$ cat config.mk
export PLATFORM = sky130hd
export DESIGN_NAME = fsp_front_flat
export DESIGN_NICKNAME = d
export VERILOG_FILES = /design/src/fsp_pkg.sv /design/src/fsp_if.sv /design/src/fsp_front.sv /design/src/flat_wrapper.sv
export SDC_FILE = /design/constraint.sdc
export NUM_CORES = 1
export LEC_CHECK = 0
export BUFFER_PORTS_ARGS = -buffer_cell sky130_fd_sc_hd__clkbuf_2
export CORE_MARGIN = 8
export CORE_UTILIZATION = 46
export DETAILED_ROUTE_END_ITERATION = 12
export MAX_ROUTING_LAYER = met4
export PLACE_DENSITY_LB_ADDON = 0.08
export SLEW_MARGIN = 10
export SYNTH_ARGS = -nofsm -noshare
export SYNTH_HDL_FRONTEND = slang
export SYNTH_SLANG_ARGS = --single-unit
$ cat constraint.sdc
create_clock -name clk -period 2.2 [get_ports clk]
set_clock_uncertainty 0.1 [all_clocks]
set_input_delay 0.11 -clock clk [delete_from_list [all_inputs] [get_ports clk]]
set_output_delay 0.11 -clock clk [all_outputs]
set_load 0.005 [all_outputs]
$ cat src/fsp_pkg.sv
// Shared types and codes for the floppy stepper and FM track port.
package fsp_pkg;

  localparam logic [1:0] CMD_PORT_READ  = 2'd0;
  localparam logic [1:0] CMD_PORT_WRITE = 2'd1;
  localparam logic [1:0] CMD_LOAD       = 2'd2;
  localparam logic [1:0] CMD_FETCH      = 2'd3;

  localparam logic [1:0] PORT_LATCH   = 2'd0;
  localparam logic [1:0] PORT_DATA    = 2'd1;
  localparam logic [1:0] PORT_POLL    = 2'd2;
  localparam logic [1:0] PORT_PROTECT = 2'd3;

  localparam logic CFG_PROTECT_MASK  = 1'b0;
  localparam logic CFG_DRIVE_PRESENT = 1'b1;

  // Item classes decided by the front end.
  localparam logic [2:0] CL_NOP     = 3'd0;
  localparam logic [2:0] CL_LATCH   = 3'd1;
  localparam logic [2:0] CL_RD_DATA = 3'd2;
  localparam logic [2:0] CL_RD_POLL = 3'd3;
  localparam logic [2:0] CL_RD_PROT = 3'd4;
  localparam logic [2:0] CL_RD_FF   = 3'd5;
  localparam logic [2:0] CL_LOAD    = 3'd6;
  localparam logic [2:0] CL_FETCH   = 3'd7;

  localparam int OUTQ_DEPTH = 4;

  typedef struct packed {
    logic [2:0]  cls;
    logic [7:0]  write_byte;
    logic [11:0] buffer_index;
  } op_t;

  typedef struct packed {
    logic [7:0]  read_data;
    logic        load_request;
    logic        flush_request;
    logic        request_drive;
    logic [5:0]  request_track;
    logic [11:0] flush_start;
    logic [11:0] flush_count;
  } result_t;

  typedef struct packed {
    logic busy;
    logic pop;
  } ctl_t;

endpackage

$ cat src/fsp_if.sv
// Valid/ready channel interfaces for requests and results.
interface fsp_req_if;
  logic        valid;
  logic        ready;
  logic [1:0]  command;
  logic [1:0]  port;
  logic [7:0]  write_byte;
  logic [11:0] buffer_index;
  modport source (output valid, command, port, write_byte, buffer_index, input ready);
  modport sink (input valid, command, port, write_byte, buffer_index, output ready);
endinterface


$ cat src/fsp_front.sv
// Front end: accept items, classify them, hold them in a two-entry queue.
module fsp_front
  import fsp_pkg::*;
(
  input  logic        clk,
  input  logic        rst,
  fsp_req_if.sink     req,
  input  ctl_t        ctl,
  output op_t         op,
  output logic        op_valid
);

  op_t        q [2];
  logic       wr_ptr;
  logic       rd_ptr;
  logic [1:0] count;
  op_t        cls_op;
  logic       push;

  assign req.ready = (count != 2'd2) && !ctl.busy;
  assign push      = req.valid && req.ready;
  assign op        = q[rd_ptr];
  assign op_valid  = (count != 2'd0);

  always_comb begin
    cls_op.write_byte   = req.write_byte;
    cls_op.buffer_index = req.buffer_index;
    case (req.command)
      CMD_PORT_READ: begin
        case (req.port)
          PORT_DATA:    cls_op.cls = CL_RD_DATA;
          PORT_POLL:    cls_op.cls = CL_RD_POLL;
          PORT_PROTECT: cls_op.cls = CL_RD_PROT;
          default:      cls_op.cls = CL_RD_FF;
        endcase
      end
      CMD_PORT_WRITE: cls_op.cls = (req.port == PORT_LATCH) ? CL_LATCH : CL_NOP;
      CMD_LOAD:       cls_op.cls = CL_LOAD;
      default:        cls_op.cls = CL_FETCH;
    endcase
  end

  always_ff @(posedge clk) begin
    if (push) q[wr_ptr] <= cls_op;
    if (rst) begin
      wr_ptr <= 1'b0;
      rd_ptr <= 1'b0;
      count  <= 2'd0;
    end else begin
      if (push) wr_ptr <= ~wr_ptr;
      if (ctl.pop) rd_ptr <= ~rd_ptr;
      count <= count + {1'b0, push} - {1'b0, ctl.pop};
    end
  end

endmodule

$ cat src/flat_wrapper.sv
// flat-port wrapper written by rule: the top's interface ports become plain ports
module fsp_front_flat import fsp_pkg::*;
  (clk, rst, ctl, op, op_valid, req_valid, req_command, req_port, req_write_byte, req_buffer_index, req_ready);
  fsp_req_if req_i ();
  input  logic clk;
  input  logic rst;
  input  ctl_t ctl;
  output op_t op;
  output logic op_valid;
  input wire logic [$bits(req_i.valid)-1:0] req_valid;
  input wire logic [$bits(req_i.command)-1:0] req_command;
  input wire logic [$bits(req_i.port)-1:0] req_port;
  input wire logic [$bits(req_i.write_byte)-1:0] req_write_byte;
  input wire logic [$bits(req_i.buffer_index)-1:0] req_buffer_index;
  output wire logic [$bits(req_i.ready)-1:0] req_ready;
  assign req_i.valid = req_valid;
  assign req_i.command = req_command;
  assign req_i.port = req_port;
  assign req_i.write_byte = req_write_byte;
  assign req_i.buffer_index = req_buffer_index;
  assign req_ready = req_i.ready;
  fsp_front u_core (.clk(clk), .rst(rst), .req(req_i), .ctl(ctl), .op(op), .op_valid(op_valid));
endmodule
# Word-level counts from Yosys, hierarchy flattened
# Memory sizes are Yosys's and may differ from the RTL's. A register that Yosys moved wholly into a read port is not among the register bits.
# Index checks and enable logic that the tools add are counted.
# totals
mem_bits_rw	46
ff_bits	4
memories	1
# mem_list
memory	words	word_bits	rd	rd_clocked_by_memory_dff	write_ports	line_no	source
u_core.q	2	23	1	1	1	fsp_front.sv:13	op_t q [2];
# op_classes
muxes	7
n_addsub	2
n_eq_ne	6
bitwise_logic	2
n_reduce_logical	6
# ops
op	count
$pmux 3 s3	2
$eq 2x2->1 const B	3
$mux 1	5
$eq 2x1->1 const B	2
$logic_not 2->1	2
$add 2x1->2	1
$logic_and 1x1->1	2
$ne 2x2->1 const B	1
$not 1->1	2
$reduce_bool 2->1	1
$sub 2x1->2	1
$logic_not 1->1	1

# Logic depth before layout (Yosys ltp)
# logic_depth
ltp_word	5
ltp_mapped	7
ltp_nobuf	7

# Worst setup path before layout
# No wires, ideal clock.
# synth_timing
path_kind	reg-to-reg
start	register u_core.count[1]
end	memory u_core.q[0][0] (netlist name) (enable)
path_slack_ns	-0.069
period_less_slack_ns	2.269
t_arrival_ns	1.763
n_path_buf	0
required_time_ns	1.695
path_stages_with_launch	4
setup_time_ns	0.405
path_cell_list	dfxtp_1 > nor2b_4 > nor3b_4 > nor2b_1
# synth_via
elab_chain_cells	5
# synth_rtl
item	line_no	source
start: declaration	fsp_front.sv:16	logic [1:0] count;
start signal: assignment	fsp_front.sv:52	count <= count + {1'b0, push} - {1'b0, ctl.pop};
$ne 2x2->1	fsp_front.sv:20	assign req.ready = (count != 2'd2) && !ctl.busy;
$logic_and 1x1->1	fsp_front.sv:20	
$logic_and 1x1->1	fsp_front.sv:21	assign push = req.valid && req.ready;
$mux 1	fsp_front.sv:44	if (push) q[wr_ptr] <= cls_op;
$mux 1 (not written as such)	fsp_front.sv:44	
end: declaration	fsp_front.sv:13	
# Every way passes these cells.

==> run_summary.xml <==
<?xml version="1.0" encoding="UTF-8"?>
<metrics>
  <group name="status">
    <metric name="outcome" unit="">finished, final reports clean</metric>
  </group>
  <group name="timing">
    <metric name="fin_tns_setup" unit="ps">0</metric>
    <metric name="worst_slew_margin_rel" unit="%">78.18</metric>
    <metric name="post_layout_min_period" unit="ps">1642</metric>
    <metric name="post-route-worst-setup-slack" unit="ps">558.5</metric>
    <metric name="setup_violations" unit="">0</metric>
    <metric name="maxClockFrequency" unit="MHz">609.2</metric>
    <metric name="grt_setup_unrepaired" unit="">no</metric>
    <metric name="timing_max_transition_violations_final" unit="">0</metric>
    <metric name="final_hold_vios" unit="">0</metric>
    <metric name="tightestPinTransition" unit="ps">327.3</metric>
    <metric name="period_share" unit="%">74.62</metric>
  </group>
  <group name="pwr">
    <metric name="leakage" unit="nW">1.058</metric>
    <metric name="power.switching" unit="mW">0.4298</metric>
    <metric name="share_seq_of_total_power" unit="%">58.9</metric>
    <metric name="switching_share_of_power" unit="%">22.37</metric>
    <metric name="intPower" unit="mW">1.491</metric>
    <metric name="power" unit="mW">1.921</metric>
    <metric name="p_clk_share" unit="%">26.1</metric>
    <metric name="peakVddDrop" unit="mV">0.5247</metric>
    <metric name="power_density" unit="nW/um^2">723.9</metric>
    <metric name="power.combinational.fraction" unit="%">15.0</metric>
  </group>
  <group name="finish">
    <metric name="nets" unit="">227</metric>
    <metric name="nFillCells" unit="">347</metric>
    <metric name="antenna_cells_inserted" unit="">0</metric>
    <metric name="final_cell_mix" unit="">clkbuf_2 (53), edfxtp_1 (46), mux2_2 (23)</metric>
    <metric name="sequential_cell_area" unit="um^2">1481</metric>
    <metric name="final_layout_size_suffix_gt1_share" unit="%">47.42</metric>
    <metric name="core_utilization_of_the_finished_layout" unit="%">62.24</metric>
    <metric name="final_common_cell" unit="">clkbuf_2</metric>
    <metric name="multi_input_combinational_cell_area" unit="um^2">481.7</metric>
    <metric name="area_delta_synth_final" unit="%">33.06</metric>
  </group>
  <group name="logic_synthesis">
    <metric name="netlist_area" unit="um^2">1994</metric>
    <metric name="mappedNetlistNets" unit="">142</metric>
    <metric name="combinational_family_with_the_most_area_after_synthesis" unit="">multiplexers</metric>
    <metric name="synth-compound-area-share" unit="%">1.380</metric>
    <metric name="netlist-cell-type-count" unit="">20</metric>
    <metric name="synth_largest_area_cell" unit="">edfxtp_1</metric>
    <metric name="synth_sequential_area_ratio" unit="%">74.28</metric>
    <metric name="synthMuxAreaShare" unit="%">13.74</metric>
    <metric name="post_synth_main_area_contributors" unit="">edfxtp_1 (69%), mux2_2 (13%), dfxtp_1 (5.0%)</metric>
    <metric name="ys.warnings.count" unit="">0</metric>
    <metric name="postSynthAreaPerCell" unit="um^2">18.47</metric>
    <metric name="postSynthRegisterBits" unit="">51</metric>
    <metric name="simple_gate_share_of_the_synthesized_area" unit="%">4.893</metric>
    <metric name="synth_fa_ha_area_share" unit="%">3.137</metric>
    <metric name="syn_inst" unit="">108</metric>
    <metric name="synth_top_area_share" unit="%">69.26</metric>
    <metric name="synth_xor_xnor_area_share" unit="%">0.8783</metric>
  </group>
  <group name="clock_tree">
    <metric name="clkSinkCount" unit="">51</metric>
    <metric name="cts_htree_levels" unit="">2</metric>
    <metric name="cts_tree" unit="">yes</metric>
    <metric name="clk_transition_reported_paths" unit="ps">90</metric>
    <metric name="max-clock-path-buffers" unit="">2</metric>
    <metric name="worst_skew_pair.late_latency" unit="ps">290</metric>
    <metric name="cts_inserted_buffers" unit="">5</metric>
    <metric name="cts.repair_timing.setup_buffer_count" unit="">0</metric>
    <metric name="root_buffer" unit="">clkbuf_8</metric>
  </group>
  <group name="die">
    <metric name="effective_utilization_at_floorplan" unit="%">46.77</metric>
    <metric name="die_area" unit="um^2">6699</metric>
    <metric name="die_wd" unit="um">81.85</metric>
    <metric name="die_h" unit="um">81.85</metric>
    <metric name="area_of_the_core" unit="um^2">4264</metric>
    <metric name="design.portCount" unit="">54</metric>
    <metric name="floorplan.rows" unit="">24</metric>
  </group>
  <group name="worst_setup_path">
    <metric name="cp-end-kind" unit="">primary output</metric>
    <metric name="worst-path-max-fanout" unit="">23</metric>
    <metric name="slowest_stage" unit="">mux2_2</metric>
    <metric name="cp_data_required_time" unit="ps">1990</metric>
    <metric name="slowest_stage_delay_on_critical_path" unit="ps">390</metric>
    <metric name="critPathKind" unit="">flip-flop to primary output</metric>
    <metric name="critPathLaunchType" unit="">flip-flop</metric>
    <metric name="cpLargestDelayFamily" unit="">buffers and inverters</metric>
    <metric name="cp_cell_sequence" unit="">buf_4 -&gt; mux2_2 -&gt; clkbuf_2</metric>
    <metric name="cp_data_arrival_time" unit="ps">1430</metric>
    <metric name="timing.critical_path.buf_inv" unit="">2</metric>
  </group>
  <group name="drt">
    <metric name="dr.pass1.iters" unit="">4</metric>
    <metric name="detail_route.iter0.violations" unit="">75</metric>
    <metric name="route.detailed.drc" unit="">0</metric>
    <metric name="final_antenna_net_count" unit="">0</metric>
    <metric name="via_count" unit="">1171</metric>
    <metric name="routedWlPerCell" unit="um">14.61</metric>
    <metric name="finalWirelength" unit="um">3594</metric>
    <metric name="vias_per_cell" unit="">4.760</metric>
  </group>
  <group name="global_routing">
    <metric name="number_of_global_route_vias_before_repair" unit="">1316</metric>
    <metric name="grt_start_max_net_pins" unit="">24</metric>
    <metric name="grt_pass1_wl" unit="um">6037</metric>
    <metric name="initial_antenna_violation_count" unit="">0</metric>
    <metric name="globalRoute.totalOverflow" unit="">0</metric>
    <metric name="groute.usage.overall" unit="%">12.22</metric>
  </group>
  <group name="place">
    <metric name="detailed_place_hpwl" unit="um">2569</metric>
    <metric name="dp_slack" unit="ps">668.8</metric>
    <metric name="finalWeightedCongestion" unit="">0.6565</metric>
    <metric name="placement.io_buffers" unit="">53</metric>
  </group>
  <group name="run">
    <metric name="maxCapViolCount" unit="">0</metric>
  </group>
  <group name="min_path">
    <metric name="hold_path.class" unit="">input port to flip-flop</metric>
  </group>
</metrics>
routing by layer:
metal  track usage [%]  wire length, um  part of all wire, %
met3             4.486              260                  7.2
met5                 -                0                    0
met4             3.158               21                 0.58
met2             20.52             1861                   52
met1             13.40             1451                   40
through the flow:
| stage | instances | cell area, um^2 | hold WS, ps |
|---|---|---|---|
| floorplan | 108 | 1997 | 81.61 |
| global placement | 216 | 2350 | 200.2 |
| detailed placement | 216 | 2350 | 203.5 |
| CTS | 246 | 2654 | 1.105 |
| global route | 246 | 2654 | 56.26 |
| finish | 246 | 2654 | 4.360 |
state kept, by name, indices dropped and copies added (netlist names), named ones only:
| name | count |
|---|---|
| u_core.count | 2 |
| u_core.q | 46 |
| u_core.wr_ptr | 1 |
| u_core.rd_ptr | 1 |
tightest hold or removal path: cells and delay by family:
kind	cells	cell delay, ps
XOR/XNOR	1	80
buffers and inverters	1	100
AND/OR/NAND/NOR	1	80
what timing repair did:
| item | 4_1_cts | 5_1_grt |
|---|---|---|
| gates resized for setup | 0 | 0 |
| endpoints found under the hold margin | 44 | 0 |
| hold buffers | 22 | 0 |
final timing paths:
kind | start | to | slack (ps) | cells after the start
worst max-delay path | flip-flop | op[15] | 560 | 3
worst min-delay path | ctl[0] | u_core.rd_ptr | 4 | 3
worst max register to register | u_core.count[0] | u_core.count[1] | 660 | 7
worst min register to register | u_core.count[1] | u_core.count[1] | 430 | 2
cells in the mapped netlist:
library cell,number
nor2b_4,1
o21bai_1,1
a21o_1,1
o21ai_0,1
mux2_2,23
nor3b_4,1
dfxtp_1,5
xnor2_1,1
nor2b_1,3
inv_1,5
ha_1,5
nor3_1,1
or2_2,1
and2_1,2
nor2_1,6
xor2_1,1
o31ai_1,1
buf_4,2
edfxtp_1,46
mux2_4,1
final cells by class:
class | instances | area share (%)
clock buffers | 5 | 2.593
clock inverters | 3 | 0.5658
inverters | 5 | 0.7072
multi-input cells | 50 | 18.15
flip-flops and latches | 51 | 55.82
well taps | 52 | 2.452
repair buffers | 80 | 19.71
power by group through the flow:
stage	registers (mW)	logic, mW	clock network, mW
after global routing	1.14	0.321	0.555
final	1.13	0.288	0.502
after CTS	1.13	0.296	0.521
after global placement	1.15	0.255	0
after floorplan	1.15	0.146	0
after detailed placement	1.15	0.262	0
cell families after synthesis:
group / count (synthesis)
DFF: 51
muxes: 24
and+or+nand+nor: 15
buffers and inverters: 7
adders and majority gates: 5
AOI/OAI and AO/OA: 4
xor gates and xnor gates: 2
Power figures use the tool's default switching activity.
