`config.mk`:
```
export PLATFORM = sky130hd
export DESIGN_NAME = fsp_outq_flat
export DESIGN_NICKNAME = d
export VERILOG_FILES = /design/src/fsp_pkg.sv /design/src/fsp_if.sv /design/src/fsp_outq.sv /design/src/flat_wrapper.sv
export SDC_FILE = /design/constraint.sdc
export NUM_CORES = 1
export LEC_CHECK = 0
export BUFFER_PORTS_ARGS = -buffer_cell sky130_fd_sc_hd__buf_2
export CORE_MARGIN = 5
export CORE_UTILIZATION = 39
export DETAILED_ROUTE_END_ITERATION = 10
export SYNTH_ARGS = -nofsm -noshare
export SYNTH_HDL_FRONTEND = slang
export SYNTH_SLANG_ARGS = --single-unit
```
`constraint.sdc`:
```
create_clock -name clk -period 2.1 [get_ports clk]
set_input_delay 0.42 -clock clk [delete_from_list [all_inputs] [get_ports clk]]
set_output_delay 0.42 -clock clk [all_outputs]
set_load 0.02 [all_outputs]
```
`src/fsp_pkg.sv`:
```
// Shared types and codes for the floppy stepper and FM track port.
package fsp_pkg;

  localparam logic [1:0] CMD_PORT_READ  = 2'd0;
  localparam logic [1:0] CMD_PORT_WRITE = 2'd1;
  localparam logic [1:0] CMD_LOAD       = 2'd2;
  localparam logic [1:0] CMD_FETCH      = 2'd3;

  localparam logic [1:0] PORT_LATCH   = 2'd0;
  localparam logic [1:0] PORT_DATA    = 2'd1;
  localparam logic [1:0] PORT_POLL    = 2'd2;
  localparam logic [1:0] PORT_PROTECT = 2'd3;

  localparam logic CFG_PROTECT_MASK  = 1'b0;
  localparam logic CFG_DRIVE_PRESENT = 1'b1;

  // Item classes decided by the front end.
  localparam logic [2:0] CL_NOP     = 3'd0;
  localparam logic [2:0] CL_LATCH   = 3'd1;
  localparam logic [2:0] CL_RD_DATA = 3'd2;
  localparam logic [2:0] CL_RD_POLL = 3'd3;
  localparam logic [2:0] CL_RD_PROT = 3'd4;
  localparam logic [2:0] CL_RD_FF   = 3'd5;
  localparam logic [2:0] CL_LOAD    = 3'd6;
  localparam logic [2:0] CL_FETCH   = 3'd7;

  localparam int OUTQ_DEPTH = 4;

  typedef struct packed {
    logic [2:0]  cls;
    logic [7:0]  write_byte;
    logic [11:0] buffer_index;
  } op_t;

  typedef struct packed {
    logic [7:0]  read_data;
    logic        load_request;
    logic        flush_request;
    logic        request_drive;
    logic [5:0]  request_track;
    logic [11:0] flush_start;
    logic [11:0] flush_count;
  } result_t;

  typedef struct packed {
    logic busy;
    logic pop;
  } ctl_t;

endpackage

```
`src/fsp_if.sv`:
```


interface fsp_rsp_if;
  logic        valid;
  logic        ready;
  logic [7:0]  read_data;
  logic        load_request;
  logic        flush_request;
  logic        request_drive;
  logic [5:0]  request_track;
  logic [11:0] flush_start;
  logic [11:0] flush_count;
  modport source (output valid, read_data, load_request, flush_request, request_drive,
                  request_track, flush_start, flush_count, input ready);
  modport sink (input valid, read_data, load_request, flush_request, request_drive,
                request_track, flush_start, flush_count, output ready);
endinterface

```
`src/fsp_outq.sv`:
```
// Result queue: holds finished items until the sink takes them.
module fsp_outq
  import fsp_pkg::*;
(
  input  logic        clk,
  input  logic        rst,
  input  logic        push,
  input  result_t     push_data,
  output logic [2:0]  count,
  fsp_rsp_if.source   rsp
);

  result_t    q [OUTQ_DEPTH];
  logic [1:0] wr_ptr;
  logic [1:0] rd_ptr;
  logic       pop;
  result_t    head;

  assign head  = q[rd_ptr];
  assign pop   = rsp.valid && rsp.ready;
  assign rsp.valid         = (count != 3'd0);
  assign rsp.read_data     = head.read_data;
  assign rsp.load_request  = head.load_request;
  assign rsp.flush_request = head.flush_request;
  assign rsp.request_drive = head.request_drive;
  assign rsp.request_track = head.request_track;
  assign rsp.flush_start   = head.flush_start;
  assign rsp.flush_count   = head.flush_count;

  always_ff @(posedge clk) begin
    if (push) q[wr_ptr] <= push_data;
    if (rst) begin
      wr_ptr <= 2'd0;
      rd_ptr <= 2'd0;
      count  <= 3'd0;
    end else begin
      if (push) wr_ptr <= wr_ptr + 2'd1;
      if (pop) rd_ptr <= rd_ptr + 2'd1;
      count <= count + {2'b0, push} - {2'b0, pop};
    end
  end

endmodule

```
`src/flat_wrapper.sv`:
```
// flat-port wrapper written by rule: the top's interface ports become plain ports
module fsp_outq_flat import fsp_pkg::*;
  (clk, rst, push, push_data, count, rsp_valid, rsp_read_data, rsp_load_request, rsp_flush_request, rsp_request_drive, rsp_request_track, rsp_flush_start, rsp_flush_count, rsp_ready);
  fsp_rsp_if rsp_i ();
  input  logic clk;
  input  logic rst;
  input  logic push;
  input  result_t push_data;
  output logic [2:0] count;
  output wire logic [$bits(rsp_i.valid)-1:0] rsp_valid;
  output wire logic [$bits(rsp_i.read_data)-1:0] rsp_read_data;
  output wire logic [$bits(rsp_i.load_request)-1:0] rsp_load_request;
  output wire logic [$bits(rsp_i.flush_request)-1:0] rsp_flush_request;
  output wire logic [$bits(rsp_i.request_drive)-1:0] rsp_request_drive;
  output wire logic [$bits(rsp_i.request_track)-1:0] rsp_request_track;
  output wire logic [$bits(rsp_i.flush_start)-1:0] rsp_flush_start;
  output wire logic [$bits(rsp_i.flush_count)-1:0] rsp_flush_count;
  input wire logic [$bits(rsp_i.ready)-1:0] rsp_ready;
  assign rsp_valid = rsp_i.valid;
  assign rsp_read_data = rsp_i.read_data;
  assign rsp_load_request = rsp_i.load_request;
  assign rsp_flush_request = rsp_i.flush_request;
  assign rsp_request_drive = rsp_i.request_drive;
  assign rsp_request_track = rsp_i.request_track;
  assign rsp_flush_start = rsp_i.flush_start;
  assign rsp_flush_count = rsp_i.flush_count;
  assign rsp_i.ready = rsp_ready;
  fsp_outq u_core (.clk(clk), .rst(rst), .push(push), .push_data(push_data), .count(count), .rsp(rsp_i));
endmodule
```
# After elaboration in Yosys (flattened, before gate mapping)
# Memories as Yosys holds them, arrays and structs flattened. A register that Yosys moved wholly into a read port is not among the register bits.
# Index checks and enable logic that the tools add are counted.
[totals] mem_bits_ro=0 latchBits=0 memories=1 ff_bits=7 ram_bits=164
[op_classes] n_reduce_logical=2 mux=4 n_addsub=4 n_div=0 eq_ne=0 magnitude_cmp=0 n_bitwise=0 mul=0 shift=0
[mem_list] memory="u_core.q" words=4 word_bits=41 read_ports=1 rd_ports_with_merged_regs=1 write_ports=1 line="fsp_outq.sv:13" rtl="result_t q [OUTQ_DEPTH];"
[ops] operator="2-bit by 1-bit adder with 2-bit output, second input constant" n=2
[ops] operator="2-bit 2-to-1 mux" n=2
[ops] operator="3-bit by 1-bit adder with 3-bit output" n=1
[ops] operator="3-bit nonzero test" n=1
[ops] operator="3-bit by 1-bit subtractor with 3-bit output" n=1
[ops] operator="1-bit 2-to-1 mux" n=2
[ops] operator="1-bit logical AND" n=1

# Logic depth before layout (Yosys ltp)
# Gate-level depths: netlist of the first run.
[depth] ltp_word=4 depth_mapped=7 depth_no_buf=7

# Worst setup path after synthesis of the first run
# No wires, ideal clock.
[synth_path] path_type="reg-to-reg" start="register u_core.wr_ptr[0]" end="memory u_core.q[2][0] (netlist name) (enable)" path_buffers=0 period_less_slack_ns=1.935 arrival_ns=1.533 stages_incl_launch_ff=4 path_slack_ns=0.165 path_cell_list="dfxtp_1 inv_1 ha_1 and2_1"
[synth_lines] element="start: declaration" line="fsp_outq.sv:14" rtl="logic [1:0] wr_ptr;"
[synth_lines] element="start signal: assignment" line="fsp_outq.sv:37" rtl="if (push) wr_ptr <= wr_ptr + 2'd1;"
[synth_lines] element="end: declaration" line="fsp_outq.sv:13"
# No word-level cell before the write port.

==> results of run 1 <==
## metrics by stage
step	total power, mW	cell area [um2]	setup WS (ns)
6_report	9.57	8200	-0.0538
5_1_grt	9.98	8200	-0.126
4_1_cts	9.25	7880	-0.118
3_5_place_dp	6.07	7220	0.147
3_3_place_gp	6.04	7220	0.231
2_1_floorplan	5.51	6440	0.165
## timing repair
action / in CTS / in global routing
gates resized for setup: 20 / 70
cloned: 0 / 3
setup endpoints to repair: 41 / 41
buffers inserted: 1 / 3
## routing by layer
| layer | global-route usage, % | up-vias |
|---|---|---|
| met5 | 0 | - |
| met2 | 20.6 | 78 |
| met3 | 4.77 | 12 |
| met4 | 3.74 | 2 |
| li1 | - | 1331 |
| met1 | 15.8 | 1540 |
## area by class of cell
| class | instances | area [um2] |
|---|---|---|
| multi-input combinational | 70 | 1200 |
| tap | 220 | 275 |
| clock buffer | 23 | 468 |
| inverter | 6 | 22.5 |
| timing repair buffer | 110 | 1010 |
| sequential | 173 | 5110 |
| clock inverter | 9 | 114 |
| fill | 1315 | 8210 |
## cell usage after synthesis
cell / instances / area share (%)
clkbuf_1: 1 / 0.058
inv_1: 6 / 0.35
mux4_2: 40 / 14
fa_1: 1 / 0.31
or3_1: 1 / 0.097
nor2b_1: 4 / 0.39
buf_6: 1 / 0.17
buf_2: 4 / 0.31
buf_12: 4 / 1.2
mux2i_1: 1 / 0.16
o311ai_0: 1 / 0.14
buf_1: 1 / 0.058
mux2_2: 3 / 0.52
ha_1: 6 / 1.2
dfxtp_1: 9 / 2.8
edfxtp_1: 164 / 77
o31a_1: 1 / 0.14
xnor2_1: 1 / 0.14
xor3_1: 1 / 0.37
mux4_1: 1 / 0.41
nor2_1: 5 / 0.29
and2_1: 4 / 0.39
## registers in the layout (all words and copies together) (netlist names), named ones only
register	count
u_core.count	3
u_core.q	164
u_core.rd_ptr	2
u_core.wr_ptr	2
## critical path, cell delays in order (launching register included)
cell and delay (ns):
dfxtp_4 0.37, buf_8 0.13, buf_12 0.13, mux4_2 0.53, buf_6 0.15
## path summary, 6_finish.rpt
path | cells past startpoint | endpoint | slack [ns]
max reg2reg | 7 | u_core.count[2] | 0.14
max | 4 | rsp_flush_count[5] | -0.05
min | 1 | u_core.q[3][24] | 0.21
min reg2reg | 2 | u_core.wr_ptr[1] | 0.57
## cells by family (layout without fill, tap and decap cells)
group / after synthesis / in the layout
adder cells (fa/ha/maj): 7 / 7
AND/OR/NAND/NOR: 14 / 14
buffers and inverters: 17 / 148
multiplexers: 45 / 45
AO/OA/AOI/OAI: 2 / 2
flip-flops: 173 / 173
XOR/XNOR: 2 / 2
## power groups by stage
stage               Clock (mW)  Sequential, mW  Combinational (mW)
detailed placement           0            4.20                1.87
global placement             0            4.19                1.85
global route              3.28            4.10                2.60
CTS                       3.12            4.11                2.02
finish                    3.05            4.08                2.44
floorplan                    0            4.14                1.37
==> flow_summary.json, run 1 <==
{
  "share_comb_of_total_power_pct": 25.5,
  "min-delay-start": "push_data[24]",
  "xor_xnor_share_of_the_synthesized_area_pct": 0.505,
  "setup_ws_ns": -0.0538,
  "post_cts_clock_slew_at_the_launch_and_capture_registers_of_the_worst_setup_and_hold_paths_ns": 0.06,
  "timing.critical_path.required_ns": 1.68,
  "fraction_of_the_mapped_netlist_area_in_adder_cells_pct": 1.48,
  "drtIter0Drc": 170,
  "syn_area_per_cell_um2": 24.8,
  "tritoncts_num_sinks": 173,
  "antenna_cells_inserted": 0,
  "final_min_period_over_clock_period_pct": 103,
  "worst_skew_pair.late_latency_ns": 0.42,
  "class_of_the_most_critical_setup_path": "register to primary output",
  "p_leak_nw": 2.80,
  "violations_in_the_final_reports": "negative setup slack",
  "multiplexer_share_of_the_synthesized_area_pct": 15.1,
  "wl_per_cell_um": 19.8,
  "holdBufCountCts": 0,
  "number_of_pins_exceeding_their_max_slew_limit_in_the_final_report": 0,
  "fin_setup_tns_ns": -1.52,
  "antenna_found_initial": 1,
  "synthToLayoutAreaGrowth_pct": 27.3,
  "max-cap-violations": 0,
  "run_status": "complete, but fails checks",
  "met2_length_mm": 6.07,
  "mostFrequentLayoutCell": "edfxtp_1",
  "fin_util_pct": 50.0,
  "min_period_ns": 2.15,
  "place_hpwl_mm": 7.26,
  "core_um2": 16400,
  "worst_slew_margin_relative_to_its_limit_pct": 70.5,
  "power.switching_fraction_pct": 25.4,
  "route.final.wire_length_mm": 12.1,
  "io-pin-count": 90,
  "ctsRootBufferMaster": "clkbuf_16",
  "critPathMaxFanout": 5,
  "routedLengthMet1_mm": 5.28,
  "power_frac_seq_pct": 42.7,
  "power_switching_mw": 2.43,
  "cts_max_path_buffers": 2,
  "finish.net_count": 430,
  "clkPwrFrac_pct": 31.8,
  "worstHoldPathType": "primary input to register",
  "detailedRoute.firstPassIterationCount": 4,
  "place.detailed.instances": 572,
  "dieArea_um2": 19200,
  "power_per_cell_area_nw_per_um2": 1170,
  "worst_ep_arrival_time_ns": 1.73,
  "via_to_cell_ratio": 4.85,
  "initial_utilization_pct": 39.2,
  "grt_max_degree": 40,
  "grt_setup_unrepaired": "true",
  "timing_worst_slew_pin_value_ns": 0.438,
  "internal_power_mw": 7.13,
  "yosys_register_bits": 173,
  "dominant_combinational_cell_family_by_area_after_synthesis": "multiplexers",
  "synth.yosys.seq_area_share_pct": 79.3,
  "final_layout_size_suffix_gt1_share_pct": 47.8,
  "finalHoldViolations": 0,
  "vias_in_the_first_global_route": 3214,
  "grtUsageTotal_pct": 12.6,
  "vdd.ir_drop.worst_uv": 602,
  "fin_worst_skew_ns": 0.00799,
  "fp.dieH_um": 138,
  "max_freq_mhz": 464,
  "final_weighted_congestion_in_routability_driven_placement": 0.664,
  "cts-htree-levels": 4,
  "via_count_of_the_routed_design": 2963,
  "rows": 47,
  "synth_compound_area_share_pct": 0.272,
  "layout.cells.most_common_list": "edfxtp_1 (164), buf_2 (49), buf_6 (43)",
  "top_signal_layer_used": "met5",
  "synthDistinctLibCells": 22,
  "cts_tree": "built",
  "grt_first_pass_wirelength_mm": 18.1,
  "remaining_overflow_grt": 0,
  "crit-reg2reg-launch": "u_core.count[1]",
  "net_count_of_the_mapped_netlist": 312,
  "die_w_um": 138,
  "ys.warnings.count": 0,
  "numPortBuffers": 89,
  "syn-cell-area_um2": 6440,
  "route.detailed.drc": 0,
  "layout.cells.non_filler": 611,
  "cp-end-kind": "primary output",
  "synth_simple_gate_area_share_pct": 1.17,
  "cp_launch_type": "register",
  "numCtsBuffers": 17,
  "timing.hold.ws_ns": 0.214,
  "setup_violations": 41,
  "met3_length_um": 658,
  "synthCells": 260,
  "drt.antenna.violating_nets": 0
}
No activity file was read; power rests on OpenSTA's default activity.
==> inputs of run 2 (changes only) <==
Settings changed: CORE_UTILIZATION 39 to 51, GPL_TIMING_DRIVEN from default to 0, PLACE_DENSITY from default to 0.75.
==> run 2 against run 1 <==
  * The flow still finishes with violations (negative setup slack)
  * First-iteration DRC count decreased by 34%
  * Setup slack got worse by 0.018 ns
  * Core utilization increased by 15 points
  * Sequential share of layout area about the same
  * Global-route usage increased by 3.1 points
  * Die area decreased by 22%
  * Highest routed layer unchanged
  * Count of clock-buffer cells in the layout decreased by 6
  * Largest cell class unchanged
  * Total power increased by 1.1%
==> flow_summary.json, run 2 (same netlist as run 1, synthesis figures left out) <==
{
  "grt_first_pass_wirelength_mm": 16.9,
  "met2_length_mm": 5.55,
  "reg.largest.list": "u_core.q (164), u_core.count (3)",
  "hold_path_depth": 1,
  "timing_worst_slew_pin_value_ns": 0.556,
  "layout.cells.most_common_list": "edfxtp_1 (164), buf_2 (47), buf_6 (42)",
  "rows": 41,
  "mostFrequentLayoutCell": "edfxtp_1",
  "wl_per_cell_um": 19.7,
  "core_um2": 12500,
  "fin_util_pct": 65.4,
  "max-cap-violations": 0,
  "min-delay-start": "push_data[29]",
  "power_per_cell_area_nw_per_um2": 1180,
  "critical_path.reg2reg.endpoint": "u_core.count[2]",
  "timing.reg2reg.worst_path_depth": 7,
  "finalPower_mw": 9.68,
  "number_of_pins_exceeding_their_max_slew_limit_in_the_final_report": 0,
  "timing.critical_path.required_ns": 1.68,
  "worstHoldPathType": "primary input to register",
  "finish.net_count": 428,
  "finalHoldViolations": 0,
  "worst_skew_pair.late_latency_ns": 0.41,
  "top_signal_layer_used": "met5",
  "dpl-instance-area_um2": 7180,
  "finalInstanceArea_um2": 8190,
  "ctsRootBufferMaster": "clkbuf_16",
  "grtUsageTotal_pct": 15.7,
  "post_cts_clock_slew_at_the_launch_and_capture_registers_of_the_worst_setup_and_hold_paths_ns": 0.06,
  "remaining_overflow_grt": 0,
  "hold-path-endpoint": "u_core.q[2][29]",
  "antenna_cells_inserted": 0,
  "flop2flop_setup_slack_ns": 0.16,
  "route.final.wire_length_mm": 11.0,
  "critPathMaxFanout": 5,
  "numPortBuffers": 88,
  "pre_cts_ws_ns": 0.179,
  "grt_max_degree": 28,
  "vias_in_the_first_global_route": 3145,
  "fp.dieH_um": 122,
  "crit_path_top_delay_cell": "mux4_2",
  "numCtsBuffers": 17,
  "cts_max_path_buffers": 2,
  "worst_ep_arrival_time_ns": 1.75,
  "largest_register_ff_count": 164,
  "tritoncts_num_sinks": 173,
  "p_leak_nw": 2.82,
  "fin_setup_tns_ns": -2.00,
  "cp-end-kind": "primary output",
  "setup_violations": 40,
  "final_min_period_over_clock_period_pct": 103,
  "grt_setup_unrepaired": "true",
  "class_of_the_most_critical_setup_path": "register to primary output",
  "initial_utilization_pct": 51.4,
  "via_count_of_the_routed_design": 2926,
  "synthToLayoutAreaGrowth_pct": 27.2,
  "detailedRoute.firstPassIterationCount": 4,
  "place_hpwl_mm": 6.65,
  "max_freq_mhz": 460,
  "cpPeakStageDelay_ns": 0.51,
  "final_layout_size_suffix_gt1_share_pct": 48.1,
  "dieArea_um2": 15000,
  "cts-htree-levels": 4,
  "vdd.ir_drop.worst_uv": 723,
  "cts_tree": "built",
  "drtIter0Drc": 113,
  "via_to_cell_ratio": 5.22,
  "drt.antenna.violating_nets": 0,
  "antenna_found_initial": 1,
  "critical_path.cell_chain": "buf_12 > clkbuf_16 > mux4_2 > buf_6",
  "met3_length_um": 517,
  "worst_slew_margin_relative_to_its_limit_pct": 63.0,
  "die_w_um": 122,
  "min_period_ns": 2.17,
  "setup_ws_ns": -0.0722,
  "violations_in_the_final_reports": "negative setup slack",
  "crit-reg2reg-launch": "u_core.count[1]",
  "cp_launch_type": "register",
  "fin_worst_skew_ns": 0.00482,
  "io-pin-count": 90,
  "route.detailed.drc": 0,
  "run_status": "complete, but fails checks",
  "reg_with_most_ffs": "u_core.q",
  "final_weighted_congestion_in_routability_driven_placement": 0.709,
  "routedLengthMet1_mm": 4.80
}
==> run 2: through the flow <==
| step | hold slack, ns | std cells |
|---|---|---|
| 6_report | 0.216 | 561 |
| 5_1_grt | 0.193 | 561 |
| 4_1_cts | 0.195 | 557 |
| 3_5_place_dp | 0.554 | 524 |
| 3_3_place_gp | 0.525 | 520 |
| 2_1_floorplan | 0.514 | 260 |
==> run 2: layout make-up <==
cell class,instances,area [um2]
Timing Repair Buffer,98,916
Sequential cell,173,5110
Clock inverter,15,173
Tap cell,172,215
Buffer,10,134
Fill cell,843,4330
Multi-Input combinational cell,70,1190
Clock buffer,17,425
Inverter,6,22.5
==> run 2: worst max path at each step <==
stage	start	slack, ns	end	depth (start not counted)
floorplan	u_core.wr_ptr[0]	0.16	u_core.q[2][0]	3
global placement	push	-0.66	u_core.q[1][16]	2
detailed placement	u_core.count[1]	0.18	u_core.count[2]	7
CTS	register	-0.1	rsp_read_data[3]	4
global route	register	-0.14	rsp_flush_request	4
finish	register	-0.07	rsp_request_track[2]	4
==> run 2: worst max-delay path: cells and delay by family (launching register included) <==
| kind | cells | cell delay, ns |
|---|---|---|
| buffers and inverters | 3 | 0.46 |
| flip-flops | 1 | 0.37 |
| multiplexers | 1 | 0.51 |
==> run 2: where the power goes <==
part           switching (mW)  internal (mW)  total [mW]
clock                    1.25           1.86        3.12
sequential             0.0871           3.99        4.07
combinational            1.11           1.38        2.48
==> run 2: routing by layer <==
metal / vias to the layer above / track usage, %
li1: 1325 / -
met1: 1514 / 19.4
met2: 72 / 25.9
met3: 13 / 5.16
met4: 2 / 6.09
met5: - / 0
==> run 2: repair_timing <==
item / in CTS / in global routing
hold buffers: 0 / 0
cloned: 1 / 4
setup endpoints to repair: 40 / 41
gates resized for setup: 20 / 76
buffers inserted: 1 / 0
==> inputs of run 3 (changes only) <==
Settings changed: GPL_TIMING_DRIVEN 0 to default.
==> run 3 against run 2 <==
  * The flow still finishes with violations (negative setup slack)
  * Maximum frequency increased by 0.12%
  * Global-route usage increased by 0.89 points
  * Critical path depth decreased by 1
  * Flip-flop and latch count unchanged
  * Count of clock-buffer cells in the layout increased by 4
  * Sequential power about the same
  * Critical endpoint is now rsp_read_data[7]
==> flow_summary.json, run 3 (same netlist as run 1, synthesis figures left out) <==
{
  "finalInstanceArea_um2": 8020,
  "timing_worst_slew_pin_value_ns": 0.396,
  "cts_max_path_buffers": 2,
  "largest_register_ff_count": 164,
  "power_frac_seq_pct": 43.9,
  "top_signal_layer_used": "met5",
  "die_w_um": 122,
  "critical_path.cell_chain": "buf_4 > mux4_1 > buf_2",
  "timing.critical_path.required_ns": 1.68,
  "antenna_found_initial": 1,
  "power_switching_mw": 2.32,
  "place_hpwl_mm": 6.88,
  "worst_slew_margin_relative_to_its_limit_pct": 73.2,
  "p_leak_nw": 2.79,
  "min-delay-start": "push_data[9]",
  "synthToLayoutAreaGrowth_pct": 24.6,
  "layout.filler_cells": 863,
  "final_layout_size_suffix_gt1_share_pct": 47.1,
  "flop2flop_setup_slack_ns": 0.15,
  "routedLengthMet1_mm": 4.80,
  "hold-path-endpoint": "u_core.q[3][9]",
  "fp.dieH_um": 122,
  "wl_per_cell_um": 19.9,
  "max-cap-violations": 0,
  "power.switching_fraction_pct": 25.0,
  "dieArea_um2": 15000,
  "critical_path.reg2reg.endpoint": "u_core.count[1]",
  "timing.hold.ws_ns": 0.215,
  "final_weighted_congestion_in_routability_driven_placement": 0.742,
  "mostFrequentLayoutCell": "edfxtp_1",
  "violations_in_the_final_reports": "negative setup slack",
  "crit_buf_inv": 2,
  "crit-reg2reg-launch": "u_core.count[1]",
  "cp-end-kind": "primary output",
  "cp_launch_type": "register",
  "setup_violations": 40,
  "vias_in_the_first_global_route": 3188,
  "worst_skew_pair.late_latency_ns": 0.41,
  "final_min_period_over_clock_period_pct": 103,
  "cts-htree-levels": 4,
  "cpPeakStageDelay_ns": 0.59,
  "timing.reg2reg.worst_path_depth": 6,
  "internal_power_mw": 6.96,
  "via_count_of_the_routed_design": 2939,
  "share_comb_of_total_power_pct": 25.3,
  "worst_ep_arrival_time_ns": 1.75,
  "via_to_cell_ratio": 5.22,
  "worstHoldPathType": "primary input to register",
  "ctsRootBufferMaster": "clkbuf_16",
  "finalHoldViolations": 0,
  "grt_setup_unrepaired": "true",
  "route.detailed.drc": 0,
  "met2_length_mm": 5.54,
  "route.final.wire_length_mm": 11.2,
  "initial_utilization_pct": 51.4,
  "clkPwrFrac_pct": 30.8,
  "vdd.ir_drop.worst_uv": 733,
  "critPathTopFamily": "multiplexers",
  "dpl-instance-area_um2": 7150,
  "grtUsageTotal_pct": 16.6,
  "reg_with_most_ffs": "u_core.q",
  "numPortBuffers": 89,
  "rows": 41,
  "core_um2": 12500,
  "numCtsBuffers": 17,
  "number_of_pins_exceeding_their_max_slew_limit_in_the_final_report": 0,
  "crit_path_top_delay_cell": "mux4_1",
  "post_cts_clock_slew_at_the_launch_and_capture_registers_of_the_worst_setup_and_hold_paths_ns": 0.06,
  "finalPower_mw": 9.28,
  "hold_path_depth": 1,
  "min_period_ns": 2.17,
  "layout.cells.most_common_list": "edfxtp_1 (164), buf_2 (56), mux4_2 (40)",
  "io-pin-count": 90,
  "setup_ws_ns": -0.0697,
  "remaining_overflow_grt": 0,
  "power_per_cell_area_nw_per_um2": 1160,
  "cts_tree": "built",
  "grt_first_pass_wirelength_mm": 17.7,
  "fin_worst_skew_ns": 0.00579,
  "critPathMaxFanout": 5,
  "antenna_cells_inserted": 0,
  "met3_length_um": 705,
  "drtIter0Drc": 170,
  "class_of_the_most_critical_setup_path": "register to primary output",
  "grt_max_degree": 42,
  "run_status": "complete, but fails checks",
  "tritoncts_num_sinks": 173,
  "detailedRoute.firstPassIterationCount": 4,
  "reg.largest.list": "u_core.q (164), u_core.count (3)",
  "finish.net_count": 431,
  "max_freq_mhz": 461,
  "drt.antenna.violating_nets": 0
}
[run 3: metrics by stage]
step	TNS (ns)	worst slack [ns]	instances	util, %
3_3_place_gp	0	0.238	525	57.1
4_1_cts	-2.56	-0.0929	562	63.8
6_report	-1.46	-0.0697	563	64.1
2_1_floorplan	0	0.165	260	-
5_1_grt	-4.37	-0.150	563	64.1
3_5_place_dp	0	0.162	525	57.1
[run 3: repair_timing]
action / in CTS / in global routing
endpoints found under the hold margin: 0 / 0
hold buffers: 0 / 0
gates resized for setup: 66 / 7
endpoints found under the setup margin: 41 / 41
buffers inserted: 5 / 1
cloned: 2 / 0
[run 3: worst max-delay path by stage]
stage,cells past startpoint,endpoint,slack [ns],from
after floorplan,3,u_core.q[2][0],0.16,u_core.wr_ptr[0]
after global placement,7,u_core.count[2],0.24,u_core.count[1]
after detailed placement,7,u_core.count[2],0.16,u_core.count[1]
after CTS,4,rsp_flush_count[3],-0.09,register
after global routing,4,rsp_flush_count[2],-0.15,register
final,3,rsp_read_data[7],-0.07,register
[run 3: layer usage]
layer / GRT usage [%] / vias to the layer above
met5: 0 / -
met4: 6.58 / 2
met3: 5.85 / 15
met2: 25.8 / 90
met1: 21.6 / 1508
li1: - / 1324
[run 3: final cells by class]
class                           instances  area (um2)  area share [%]
Multi-Input combinational cell         70        1200            14.9
Timing Repair Buffer                  111         938            11.7
Sequential cell                       173        5110            63.7
Inverter                                6        22.5           0.281
Tap cell                              172         215            2.68
Clock buffer                           21         440            5.49
Clock inverter                         10        98.8            1.23
[run 3: worst reg2reg max path, cell delays in order, from the launching register on]
cell	delay, ns
dfxtp_1	0.35
o31a_1	0.35
ha_1	0.30
inv_1	0.05
ha_1	0.19
fa_1	0.47
nor2b_1	0.17
[run 3: power by group through the flow]
stage	clock network [mW]	registers [mW]	logic, mW
6_report	2.86	4.07	2.35
5_1_grt	3.10	4.09	2.52
4_1_cts	2.94	4.07	2.35
3_5_place_dp	0	4.18	1.86
3_3_place_gp	0	4.17	1.83
2_1_floorplan	0	4.14	1.37
